==> src/design/ocx_pkg.sv <==
// ----------------------------------------------------------------------------
// Order crossover package
// Shared widths, sequencer states, read tags and the control bundle that the
// sequencer hands to the parent stores and the two child lanes.
// ----------------------------------------------------------------------------
package ocx_pkg;

    localparam int MAX_CITIES = 64;
    localparam int CITY_W     = $clog2(MAX_CITIES);
    localparam int LEN_W      = CITY_W + 1;

    typedef logic [CITY_W-1:0] ocx_city_t;
    typedef logic [LEN_W-1:0]  ocx_len_t;

    localparam ocx_len_t LEN_MIN   = LEN_W'(2);
    localparam ocx_len_t LEN_MAX   = LEN_W'(MAX_CITIES);
    localparam ocx_len_t LEN_RESET = LEN_W'(32);

    typedef enum logic [2:0] {
        ST_LOAD,
        ST_KEY,
        ST_SCAN,
        ST_PREP,
        ST_WALK,
        ST_EMIT
    } ocx_state_t;

    // Meaning of a parent store read, both when it is issued and when its
    // registered data comes back in the following cycle.
    typedef enum logic [1:0] {
        RD_NONE,
        RD_KEY,
        RD_SCAN,
        RD_WALK
    } ocx_rd_t;

    typedef struct packed {
        logic      ld_en;
        ocx_city_t ld_addr;
        logic      start;
        logic      clear;
        ocx_rd_t   mode;
        ocx_city_t scan_addr;
        ocx_rd_t   tag;
        ocx_city_t data_idx;
        logic      walk_start;
        logic      walk_step;
        logic      out_load;
        ocx_city_t out_addr;
        ocx_len_t  n;
    } ocx_ctrl_t;

endpackage

==> src/design/order_crossover_permutation.sv <==
// ----------------------------------------------------------------------------
// Order crossover of two tours
// Loads two parent tours one position per transaction and emits both
// order-crossover children one position per transaction.
// ----------------------------------------------------------------------------
// A crossover of n cities (n is route_length held to 2..64) takes n input
// transactions at one per cycle. After the last one the block takes no input
// until both children are out: it fetches both prefix keys, scans both parents
// (permutation check, prefix copy and key search), sets up the walk, and walks
// the other parents. It then emits the n results, one per cycle while out_ready
// is high. The single read port of each parent store sets the length of a
// crossover, since every scan and walk step reads both stores once. The cut and
// direction inputs are taken from the transaction that completes the load.
// Configuration writes are always taken and must only happen while idle.
module order_crossover_permutation
    import ocx_pkg::*;
(
    input  logic      clk,
    input  logic      rst_n,
    input  logic      cfg_valid,
    output logic      cfg_ready,
    input  ocx_len_t  route_length,
    input  logic      in_valid,
    output logic      in_ready,
    input  ocx_city_t first_parent_city,
    input  ocx_city_t second_parent_city,
    input  ocx_city_t first_cut,
    input  logic      first_reverse,
    input  ocx_city_t second_cut,
    input  logic      second_reverse,
    output logic      out_valid,
    input  logic      out_ready,
    output ocx_city_t first_child_city,
    output ocx_city_t second_child_city,
    output logic      parents_ok,
    output logic      last_position
);

    ocx_ctrl_t ctrl;
    ocx_city_t first_data;
    ocx_city_t second_data;
    ocx_city_t first_key_addr;
    ocx_city_t second_key_addr;
    ocx_city_t first_walk_addr;
    ocx_city_t second_walk_addr;

    ocx_seq u_seq (
        .clk           (clk),
        .rst_n         (rst_n),
        .cfg_valid     (cfg_valid),
        .cfg_ready     (cfg_ready),
        .route_length  (route_length),
        .in_valid      (in_valid),
        .in_ready      (in_ready),
        .out_valid     (out_valid),
        .out_ready     (out_ready),
        .last_position (last_position),
        .ctrl          (ctrl)
    );

    ocx_parents u_parents (
        .clk                (clk),
        .rst_n              (rst_n),
        .ctrl               (ctrl),
        .first_parent_city  (first_parent_city),
        .second_parent_city (second_parent_city),
        .first_key_addr     (first_key_addr),
        .second_key_addr    (second_key_addr),
        .first_walk_addr    (first_walk_addr),
        .second_walk_addr   (second_walk_addr),
        .first_data         (first_data),
        .second_data        (second_data),
        .parents_ok         (parents_ok)
    );

    ocx_lane u_first_lane (
        .clk        (clk),
        .rst_n      (rst_n),
        .ctrl       (ctrl),
        .cut        (first_cut),
        .reverse    (first_reverse),
        .own_data   (first_data),
        .other_data (second_data),
        .key_addr   (first_key_addr),
        .walk_addr  (first_walk_addr),
        .child_city (first_child_city)
    );

    ocx_lane u_second_lane (
        .clk        (clk),
        .rst_n      (rst_n),
        .ctrl       (ctrl),
        .cut        (second_cut),
        .reverse    (second_reverse),
        .own_data   (second_data),
        .other_data (first_data),
        .key_addr   (second_key_addr),
        .walk_addr  (second_walk_addr),
        .child_city (second_child_city)
    );

endmodule

==> src/design/ocx_seq.sv <==
// ----------------------------------------------------------------------------
// Order crossover sequencer
// Holds the length register, counts loaded positions, and steps the shared
// read and update unit through key fetch, scan, walk and result output.
// ----------------------------------------------------------------------------
module ocx_seq
    import ocx_pkg::*;
(
    input  logic      clk,
    input  logic      rst_n,
    input  logic      cfg_valid,
    output logic      cfg_ready,
    input  ocx_len_t  route_length,
    input  logic      in_valid,
    output logic      in_ready,
    output logic      out_valid,
    input  logic      out_ready,
    output logic      last_position,
    output ocx_ctrl_t ctrl
);

    ocx_state_t state_reg, state_next;
    ocx_len_t   len_reg;
    ocx_len_t   cnt_reg, cnt_next;
    ocx_len_t   n_reg, n_next;
    ocx_len_t   idx_reg, idx_next;
    ocx_rd_t    tag_reg, tag_next;
    ocx_city_t  tidx_reg;
    logic       ov_reg, ov_next;
    logic       last_reg, last_next;
    ocx_len_t   n_eff;
    ocx_len_t   cnt_inc;
    logic       out_free;

    assign cfg_ready     = 1'b1;
    assign in_ready      = (state_reg == ST_LOAD);
    assign out_valid     = ov_reg;
    assign last_position = last_reg;

    always_comb
    begin
        if (len_reg < LEN_MIN)
        begin
            n_eff = LEN_MIN;
        end
        else if (len_reg > LEN_MAX)
        begin
            n_eff = LEN_MAX;
        end
        else
        begin
            n_eff = len_reg;
        end
    end

    assign cnt_inc  = cnt_reg + LEN_W'(1);
    assign out_free = !ov_reg || out_ready;

    always_comb
    begin
        state_next = state_reg;
        cnt_next   = cnt_reg;
        n_next     = n_reg;
        idx_next   = idx_reg;
        tag_next   = RD_NONE;
        ov_next    = ov_reg;
        last_next  = last_reg;

        ctrl            = '0;
        ctrl.mode       = RD_NONE;
        ctrl.tag        = tag_reg;
        ctrl.data_idx   = tidx_reg;
        ctrl.n          = n_reg;
        ctrl.ld_addr    = cnt_reg[CITY_W-1:0];
        ctrl.scan_addr  = idx_reg[CITY_W-1:0];
        ctrl.out_addr   = idx_reg[CITY_W-1:0];

        unique case (state_reg)
            ST_LOAD:
            begin
                if (in_valid)
                begin
                    ctrl.ld_en = 1'b1;
                    if (cnt_inc >= n_eff)
                    begin
                        ctrl.start = 1'b1;
                        n_next     = n_eff;
                        cnt_next   = '0;
                        state_next = ST_KEY;
                    end
                    else
                    begin
                        cnt_next = cnt_inc;
                    end
                end
            end
            ST_KEY:
            begin
                ctrl.clear = 1'b1;
                ctrl.mode  = RD_KEY;
                tag_next   = RD_KEY;
                idx_next   = '0;
                state_next = ST_SCAN;
            end
            ST_SCAN:
            begin
                if (idx_reg < n_reg)
                begin
                    ctrl.mode = RD_SCAN;
                    tag_next  = RD_SCAN;
                    idx_next  = idx_reg + LEN_W'(1);
                end
                else
                begin
                    state_next = ST_PREP;
                end
            end
            ST_PREP:
            begin
                ctrl.walk_start = 1'b1;
                idx_next        = '0;
                state_next      = ST_WALK;
            end
            ST_WALK:
            begin
                if (idx_reg < n_reg)
                begin
                    ctrl.mode      = RD_WALK;
                    ctrl.walk_step = 1'b1;
                    tag_next       = RD_WALK;
                    idx_next       = idx_reg + LEN_W'(1);
                end
                else
                begin
                    idx_next   = '0;
                    state_next = ST_EMIT;
                end
            end
            ST_EMIT:
            begin
                if (idx_reg < n_reg)
                begin
                    if (out_free)
                    begin
                        ctrl.out_load = 1'b1;
                        ov_next       = 1'b1;
                        last_next     = (idx_reg == n_reg - LEN_W'(1));
                        idx_next      = idx_reg + LEN_W'(1);
                    end
                end
                else if (out_free)
                begin
                    ov_next    = 1'b0;
                    last_next  = 1'b0;
                    state_next = ST_LOAD;
                end
            end
            default:
            begin
                state_next = ST_LOAD;
            end
        endcase
    end

    always_ff @(posedge clk or negedge rst_n)
    begin
        if (!rst_n)
        begin
            state_reg <= ST_LOAD;
            len_reg   <= LEN_RESET;
            cnt_reg   <= '0;
            n_reg     <= LEN_MIN;
            idx_reg   <= '0;
            tag_reg   <= RD_NONE;
            ov_reg    <= 1'b0;
            last_reg  <= 1'b0;
        end
        else
        begin
            state_reg <= state_next;
            cnt_reg   <= cnt_next;
            n_reg     <= n_next;
            idx_reg   <= idx_next;
            tag_reg   <= tag_next;
            ov_reg    <= ov_next;
            last_reg  <= last_next;
            if (cfg_valid && cfg_ready)
            begin
                len_reg <= route_length;
            end
        end
    end

    always_ff @(posedge clk)
    begin
        tidx_reg <= idx_reg[CITY_W-1:0];
    end

    // A result is only shown while the block is draining the children.
    a_out_in_emit: assert property (@(posedge clk) disable iff (!rst_n)
        ov_reg |-> (state_reg == ST_EMIT))
        else $error("result valid outside the output phase");

    // Taking the final result returns the block to loading.
    a_last_ends: assert property (@(posedge clk) disable iff (!rst_n)
        (ov_reg && last_reg && out_ready) |=> (state_reg == ST_LOAD))
        else $error("block did not return to loading after the final result");

    // The load counter restarts for every crossover.
    a_cnt_cleared: assert property (@(posedge clk) disable iff (!rst_n)
        (state_reg == ST_KEY) |-> (cnt_reg == '0))
        else $error("load counter not cleared at crossover start");

    // The load counter never passes the largest tour.
    a_cnt_range: assert property (@(posedge clk) disable iff (!rst_n)
        (state_reg == ST_LOAD) |-> (cnt_reg < LEN_MAX))
        else $error("load counter out of range");

endmodule

==> src/design/ocx_parents.sv <==
// ----------------------------------------------------------------------------
// Order crossover parent stores
// Two parent memories, one read port each, with registered read data, plus the
// permutation check that runs while the sequencer scans both parents.
// ----------------------------------------------------------------------------
module ocx_parents
    import ocx_pkg::*;
(
    input  logic      clk,
    input  logic      rst_n,
    input  ocx_ctrl_t ctrl,
    input  ocx_city_t first_parent_city,
    input  ocx_city_t second_parent_city,
    input  ocx_city_t first_key_addr,
    input  ocx_city_t second_key_addr,
    input  ocx_city_t first_walk_addr,
    input  ocx_city_t second_walk_addr,
    output ocx_city_t first_data,
    output ocx_city_t second_data,
    output logic      parents_ok
);

    ocx_city_t              first_mem [MAX_CITIES];
    ocx_city_t              second_mem [MAX_CITIES];
    ocx_city_t              first_rd_reg;
    ocx_city_t              second_rd_reg;
    ocx_city_t              first_addr;
    ocx_city_t              second_addr;
    logic [MAX_CITIES-1:0]  first_seen_reg;
    logic [MAX_CITIES-1:0]  second_seen_reg;
    logic                   first_bad_reg;
    logic                   second_bad_reg;
    logic                   first_hit;
    logic                   second_hit;

    // Child one builds from its own parent one and walks parent two; child two
    // the other way round, so each store serves one lane's key and the other
    // lane's walk.
    always_comb
    begin
        unique case (ctrl.mode)
            RD_KEY:
            begin
                first_addr  = first_key_addr;
                second_addr = second_key_addr;
            end
            RD_WALK:
            begin
                first_addr  = second_walk_addr;
                second_addr = first_walk_addr;
            end
            RD_SCAN, RD_NONE:
            begin
                first_addr  = ctrl.scan_addr;
                second_addr = ctrl.scan_addr;
            end
            default:
            begin
                first_addr  = ctrl.scan_addr;
                second_addr = ctrl.scan_addr;
            end
        endcase
    end

    always_ff @(posedge clk)
    begin
        if (ctrl.ld_en)
        begin
            first_mem[ctrl.ld_addr]  <= first_parent_city;
            second_mem[ctrl.ld_addr] <= second_parent_city;
        end
        first_rd_reg  <= first_mem[first_addr];
        second_rd_reg <= second_mem[second_addr];
    end

    assign first_data  = first_rd_reg;
    assign second_data = second_rd_reg;

    assign first_hit  = ({1'b0, first_rd_reg} >= ctrl.n) || first_seen_reg[first_rd_reg];
    assign second_hit = ({1'b0, second_rd_reg} >= ctrl.n) || second_seen_reg[second_rd_reg];

    always_ff @(posedge clk or negedge rst_n)
    begin
        if (!rst_n)
        begin
            first_seen_reg  <= '0;
            second_seen_reg <= '0;
            first_bad_reg   <= 1'b0;
            second_bad_reg  <= 1'b0;
        end
        else if (ctrl.clear)
        begin
            first_seen_reg  <= '0;
            second_seen_reg <= '0;
            first_bad_reg   <= 1'b0;
            second_bad_reg  <= 1'b0;
        end
        else if (ctrl.tag == RD_SCAN)
        begin
            first_seen_reg[first_rd_reg]   <= 1'b1;
            second_seen_reg[second_rd_reg] <= 1'b1;
            if (first_hit)
            begin
                first_bad_reg <= 1'b1;
            end
            if (second_hit)
            begin
                second_bad_reg <= 1'b1;
            end
        end
    end

    assign parents_ok = !(first_bad_reg || second_bad_reg);

endmodule

==> src/design/ocx_lane.sv <==
// ----------------------------------------------------------------------------
// Order crossover child lane
// Builds one child: copies the own parent's prefix, finds the last prefix
// city in the other parent, then walks the other parent cyclically and
// appends unused cities. Holds the child store and its output register.
// ----------------------------------------------------------------------------
module ocx_lane
    import ocx_pkg::*;
(
    input  logic      clk,
    input  logic      rst_n,
    input  ocx_ctrl_t ctrl,
    input  ocx_city_t cut,
    input  logic      reverse,
    input  ocx_city_t own_data,
    input  ocx_city_t other_data,
    output ocx_city_t key_addr,
    output ocx_city_t walk_addr,
    output ocx_city_t child_city
);

    ocx_city_t             child_mem [MAX_CITIES];
    ocx_city_t             cut_reg;
    logic                  rev_reg;
    ocx_city_t             key_reg;
    ocx_city_t             from_reg;
    ocx_city_t             pos_reg;
    logic                  found_reg;
    ocx_len_t              fill_reg;
    logic [MAX_CITIES-1:0] used_reg;
    ocx_city_t             rd_reg;
    logic                  zero_reg;
    ocx_city_t             n_m1;
    ocx_city_t             cut_eff;
    ocx_city_t             pos_step;
    logic                  in_prefix;
    logic                  key_hit;
    logic                  append;
    logic                  wr_en;
    ocx_city_t             wr_addr;
    ocx_city_t             wr_data;

    assign n_m1      = CITY_W'(ctrl.n - LEN_W'(1));
    assign cut_eff   = ({1'b0, cut_reg} >= ctrl.n) ? n_m1 : cut_reg;
    assign key_addr  = cut_eff - CITY_W'(1);
    assign walk_addr = pos_reg;

    assign in_prefix = (ctrl.data_idx < cut_eff);
    // With an empty prefix there is no key and the walk starts at position zero.
    assign key_hit   = (cut_eff != '0) && !found_reg && (other_data == key_reg);
    assign append    = !used_reg[other_data] && (fill_reg < ctrl.n);

    always_comb
    begin
        if (rev_reg)
        begin
            pos_step = (pos_reg == '0) ? n_m1 : pos_reg - CITY_W'(1);
        end
        else
        begin
            pos_step = (pos_reg == n_m1) ? '0 : pos_reg + CITY_W'(1);
        end
    end

    always_comb
    begin
        wr_en   = 1'b0;
        wr_addr = ctrl.data_idx;
        wr_data = own_data;
        unique case (ctrl.tag)
            RD_SCAN:
            begin
                wr_en = in_prefix;
            end
            RD_WALK:
            begin
                wr_en   = append;
                wr_addr = fill_reg[CITY_W-1:0];
                wr_data = other_data;
            end
            RD_KEY, RD_NONE:
            begin
                wr_en = 1'b0;
            end
            default:
            begin
                wr_en = 1'b0;
            end
        endcase
    end

    always_ff @(posedge clk or negedge rst_n)
    begin
        if (!rst_n)
        begin
            used_reg  <= '0;
            found_reg <= 1'b0;
            fill_reg  <= '0;
        end
        else if (ctrl.clear)
        begin
            used_reg  <= '0;
            found_reg <= 1'b0;
            fill_reg  <= {1'b0, cut_eff};
        end
        else
        begin
            unique case (ctrl.tag)
                RD_SCAN:
                begin
                    if (in_prefix)
                    begin
                        used_reg[own_data] <= 1'b1;
                    end
                    if (key_hit)
                    begin
                        found_reg <= 1'b1;
                    end
                end
                RD_WALK:
                begin
                    if (append)
                    begin
                        used_reg[other_data] <= 1'b1;
                        fill_reg             <= fill_reg + LEN_W'(1);
                    end
                end
                RD_KEY, RD_NONE:
                begin
                end
                default:
                begin
                end
            endcase
        end
    end

    always_ff @(posedge clk)
    begin
        if (ctrl.start)
        begin
            cut_reg <= cut;
            rev_reg <= reverse;
        end
        if (ctrl.tag == RD_KEY)
        begin
            key_reg <= own_data;
        end
        if (ctrl.clear)
        begin
            from_reg <= '0;
        end
        else if ((ctrl.tag == RD_SCAN) && key_hit)
        begin
            from_reg <= ctrl.data_idx;
        end
        if (ctrl.walk_start)
        begin
            pos_reg <= from_reg;
        end
        else if (ctrl.walk_step)
        begin
            pos_reg <= pos_step;
        end
        if (wr_en)
        begin
            child_mem[wr_addr] <= wr_data;
        end
        if (ctrl.out_load)
        begin
            rd_reg   <= child_mem[ctrl.out_addr];
            zero_reg <= ({1'b0, ctrl.out_addr} >= fill_reg);
        end
    end

    // Positions the walk never reached read as zero.
    assign child_city = zero_reg ? '0 : rd_reg;

endmodule
==> config.mk <==
export PLATFORM = sky130hd
export DESIGN_NAME = order_crossover_permutation
export DESIGN_NICKNAME = d
export VERILOG_FILES = /design/src/design/ocx_pkg.sv /design/src/design/order_crossover_permutation.sv /design/src/design/ocx_seq.sv /design/src/design/ocx_parents.sv /design/src/design/ocx_lane.sv
export SDC_FILE = /design/constraint.sdc
export NUM_CORES = 2
export LEC_CHECK = 0
export BUFFER_PORTS_ARGS = -buffer_cell sky130_fd_sc_hd__buf_2
export CORE_ASPECT_RATIO = 0.8
export CORE_MARGIN = 2
export CORE_UTILIZATION = 55
export DETAILED_ROUTE_END_ITERATION = 12
export HOLD_SLACK_MARGIN = 0.08
export PLACE_DENSITY = 0.81
export SETUP_SLACK_MARGIN = 0.4
export SLEW_MARGIN = 20
export SYNTH_ARGS = -nofsm -noshare
export SYNTH_HDL_FRONTEND = slang
export SYNTH_SLANG_ARGS = --single-unit
==> constraint.sdc <==
create_clock -name clk -period 5.3 [get_ports clk]
set_input_delay 0.265 -clock clk [delete_from_list [all_inputs] [get_ports clk]]
set_output_delay 0.265 -clock clk [all_outputs]
set_load 0.01 [all_outputs]
==> flow_summary.json <==
{
  "drive_above_1_share_pct": 19.5,
  "r2r_slack_ns": 0.50,
  "antenna_left": 0,
  "initial_utilization_pct": 55.5,
  "grt_max_degree": 253,
  "finalWeightedCongestion": 0.948,
  "run_status": "finished, final reports clean",
  "core_area_um2": 148000,
  "p_per_area_nw_per_um2": 594,
  "cts_root_buf": "clkbuf_16",
  "worstMarginPinSlew_ns": 1.19,
  "synthArstFlopShare_pct": 16.0,
  "clock.fmax_mhz": 208,
  "path_clk_slew_ns": 0.07,
  "num-nets-final": 5903,
  "die_w_um": 436,
  "cp.arrival_ns": 5.61,
  "numCtsBuffers": 179,
  "antenna_found_initial": 7,
  "setup_violations": 0,
  "vias": 54200,
  "clock_path_buffers": 3,
  "final_cell_mix": "1588 x edfxtp_1, 567 x nand2_1, 345 x nor2_1",
  "clock_skew_ns": 0.0644,
  "yosysTopAreaCell": "edfxtp_1",
  "critPathRequiredTime_ns": 6.11,
  "slew_headroom_pct": 20.6,
  "cp-end-kind": "flip-flop",
  "synth_cells": 5572,
  "stdcell_count": 7917,
  "r2r_end": "u_parents.second_data[3]$_DFF_P_",
  "grt_usage_pct": 29.8,
  "path_class": "reg2reg",
  "synthFlopType": "edfxtp_1",
  "p_total_mw": 55.2,
  "htreeDepth": 4,
  "post-place-ws_ns": 0.00224,
  "netlist.area_leader.share_pct": 58.2,
  "p_leak_nw": 32.3,
  "synth_cell_types": 94,
  "io_buffers": 53,
  "grt_pass1_vias": 52700,
  "synthesis.nets": 5697,
  "final-seq-area_um2": 56000,
  "cap_violations": 0,
  "hold_depth": 2,
  "core.rowCount": 126,
  "ys_top_cells_by_area": "edfxtp_1 58%, dfrtp_1 9.4%, mux4_2 7.9%, nand2_1 2.7%, mux2i_1 1.9%",
  "drc": 0,
  "rsz0062_at_grt": "false",
  "synth-seq-cells": 1927,
  "final_common_cell": "edfxtp_1",
  "tns_ns": 0,
  "hp-start": "first_parent_city[4]",
  "cts_tree": "built",
  "hold_viol": 0,
  "critPathLaunchType": "flip-flop",
  "insertion_delay_ns": 0.87,
  "area_growth_pct": 13.3,
  "hold_end": "u_parents.first_mem[47][4]$_DFFE_PP_",
  "syn_area_per_cell_um2": 14.7,
  "cts.sinks": 1927,
  "slew_violations": 0,
  "holdCritPathClass": "in2reg",
  "die-area_um2": 152000,
  "wirelength_mm": 229,
  "grt_pass1_wl_mm": 341,
  "grt_overflow": 0,
  "fillers": 9931,
  "drt-wirelength-per-cell_um": 28.9,
  "synth_edf_count": 1588,
  "pin_count": 55,
  "fp.dieH_um": 349,
  "ir_drop_mv": 0.494,
  "fin_crit_sh_pct": 90.5,
  "drt_iter0_drc": 9499,
  "r2r-start": "u_seq.n_reg[4]$_DFFE_PN0P_",
  "seq_area_frac_synth_pct": 68.4,
  "multi_input_area_um2": 24500,
  "syn_area_um2": 81900,
  "vias_per_cell": 6.85,
  "synth_warnings": 0,
  "dp_cells": 7541,
  "fin_crit_ns": 4.80,
  "worst_r2r_path_depth": 16,
  "worst-path-max-fanout": 41,
  "dp.final_hpwl_mm": 136,
  "setup_slack_ns": 0.504,
  "first_pass_iters": 6
}
-- power by group --
group	switching (mW)	internal [mW]
Clock	5.96	7.52
Combinational	14.4	7.53
Sequential	1.14	18.6
Total	21.5	33.7
-- worst max-delay path: stages (launching register included) --
cell and delay (ns):
dfrtp_1 0.39, clkinvlp_4 0.29, ha_1 0.40, a211oi_1 0.30
nor2_1 0.17, a21o_2 0.30, nand2_1 0.09, o21ai_1 0.15
ha_2 0.55, nand2_1 0.15, o211ai_4 0.22, clkbuf_16 0.32
a21oi_1 0.13, a32oi_1 0.31, o22ai_2 0.23, nor4_2 0.48
mux2_2 0.23
-- cell usage after synthesis (14+ instances only) --
cell and n:
clkbuf_1 256, a22oi_1 63, nor2_1 398, buf_2 59
nor2b_1 29, inv_1 43, a31oi_1 78, a21oi_1 276
dfxtp_1 30, a32oi_1 73, a21o_1 28, edfxtp_1 1588
o22ai_1 96, xor2_1 32, nand2_1 580, ha_1 87
o21ai_0 75, nor4_1 70, o221ai_1 15, mux4_2 287
mux2_2 51, o32ai_1 15, and3_1 60, a221oi_1 27
buf_4 16, xnor2_1 47, a211oi_1 23, a22o_1 14
nand2b_1 17, nor3_1 208, nand3_1 138, dfrtp_1 307
a311oi_1 74, nand4_1 18, buf_1 44, mux2i_1 154
or3_1 19
-- area by class of cell --
type | instances | area share [%]
multi-input cells | 3209 | 26.4
diodes | 4 | 0.0108
clock buffers | 206 | 4.97
clock inverters | 126 | 1.70
repair buffers | 415 | 3.62
inverters | 46 | 0.198
flip-flops and latches | 1927 | 60.4
well taps | 1984 | 2.67
-- timing repair --
action / in CTS / in global routing
hold buffers: 34 / 2
hold endpoints to repair: 187 / 114
gates resized for setup: 8 / 33
setup endpoints to repair: 8 / 323
setup buffers: 0 / 2
gates cloned: 0 / 1
-- per-layer routing --
metal	track usage, %	routed length (µm)
met5	0	55
met4	10.9	9140
met3	9.65	33700
met2	44.2	102000
met1	41.4	83400
-- worst max path at each step --
stage | startpoint | endpoint | slack (ns) | depth (start not counted)
floorplan | u_seq.tag_reg[0]$_DFF_PN0_ | u_second_lane.child_mem[0][0]$_DFFE_PP_ | 0.76 | 6
global placement | u_seq.n_reg[1]$_DFFE_PN1P_ | u_parents.second_data[0]$_DFF_P_ | 0.22 | 15
detailed placement | u_seq.n_reg[2]$_DFFE_PN0P_ | u_parents.second_data[0]$_DFF_P_ | 0.002 | 15
CTS | u_seq.n_reg[2]$_DFFE_PN0P_ | u_parents.second_data[5]$_DFF_P_ | 0.41 | 15
global route | u_seq.n_reg[4]$_DFFE_PN0P_ | u_parents.second_data[4]$_DFF_P_ | 0.37 | 15
finish | u_seq.n_reg[4]$_DFFE_PN0P_ | u_parents.second_data[3]$_DFF_P_ | 0.50 | 16
-- through the flow --
stage               util, %  hold slack [ns]  instance area [µm²]
finish                 62.8            0.109                92800
global route           62.8            0.118                92800
CTS                    62.6           0.0844                92500
detailed placement     58.2            0.473                85900
global placement       58.1            0.465                85900
floorplan                 -          -0.0306                81900
-- cells by family (layout without fill, tap and decap cells) --
kind of cell	after synthesis	after routing	synth area share, %
AO/OA/AOI/OAI	940	940	7.70
other	1	5	0.00458
flip-flops	1927	1927	68.4
buffers and inverters	436	793	2.32
AND/OR/NAND/NOR	1607	1607	8.88
multiplexers	494	494	10.5
XOR/XNOR	80	80	0.864
adder cells (fa/ha/maj)	87	87	1.33
(Power assumes the default switching activity.)
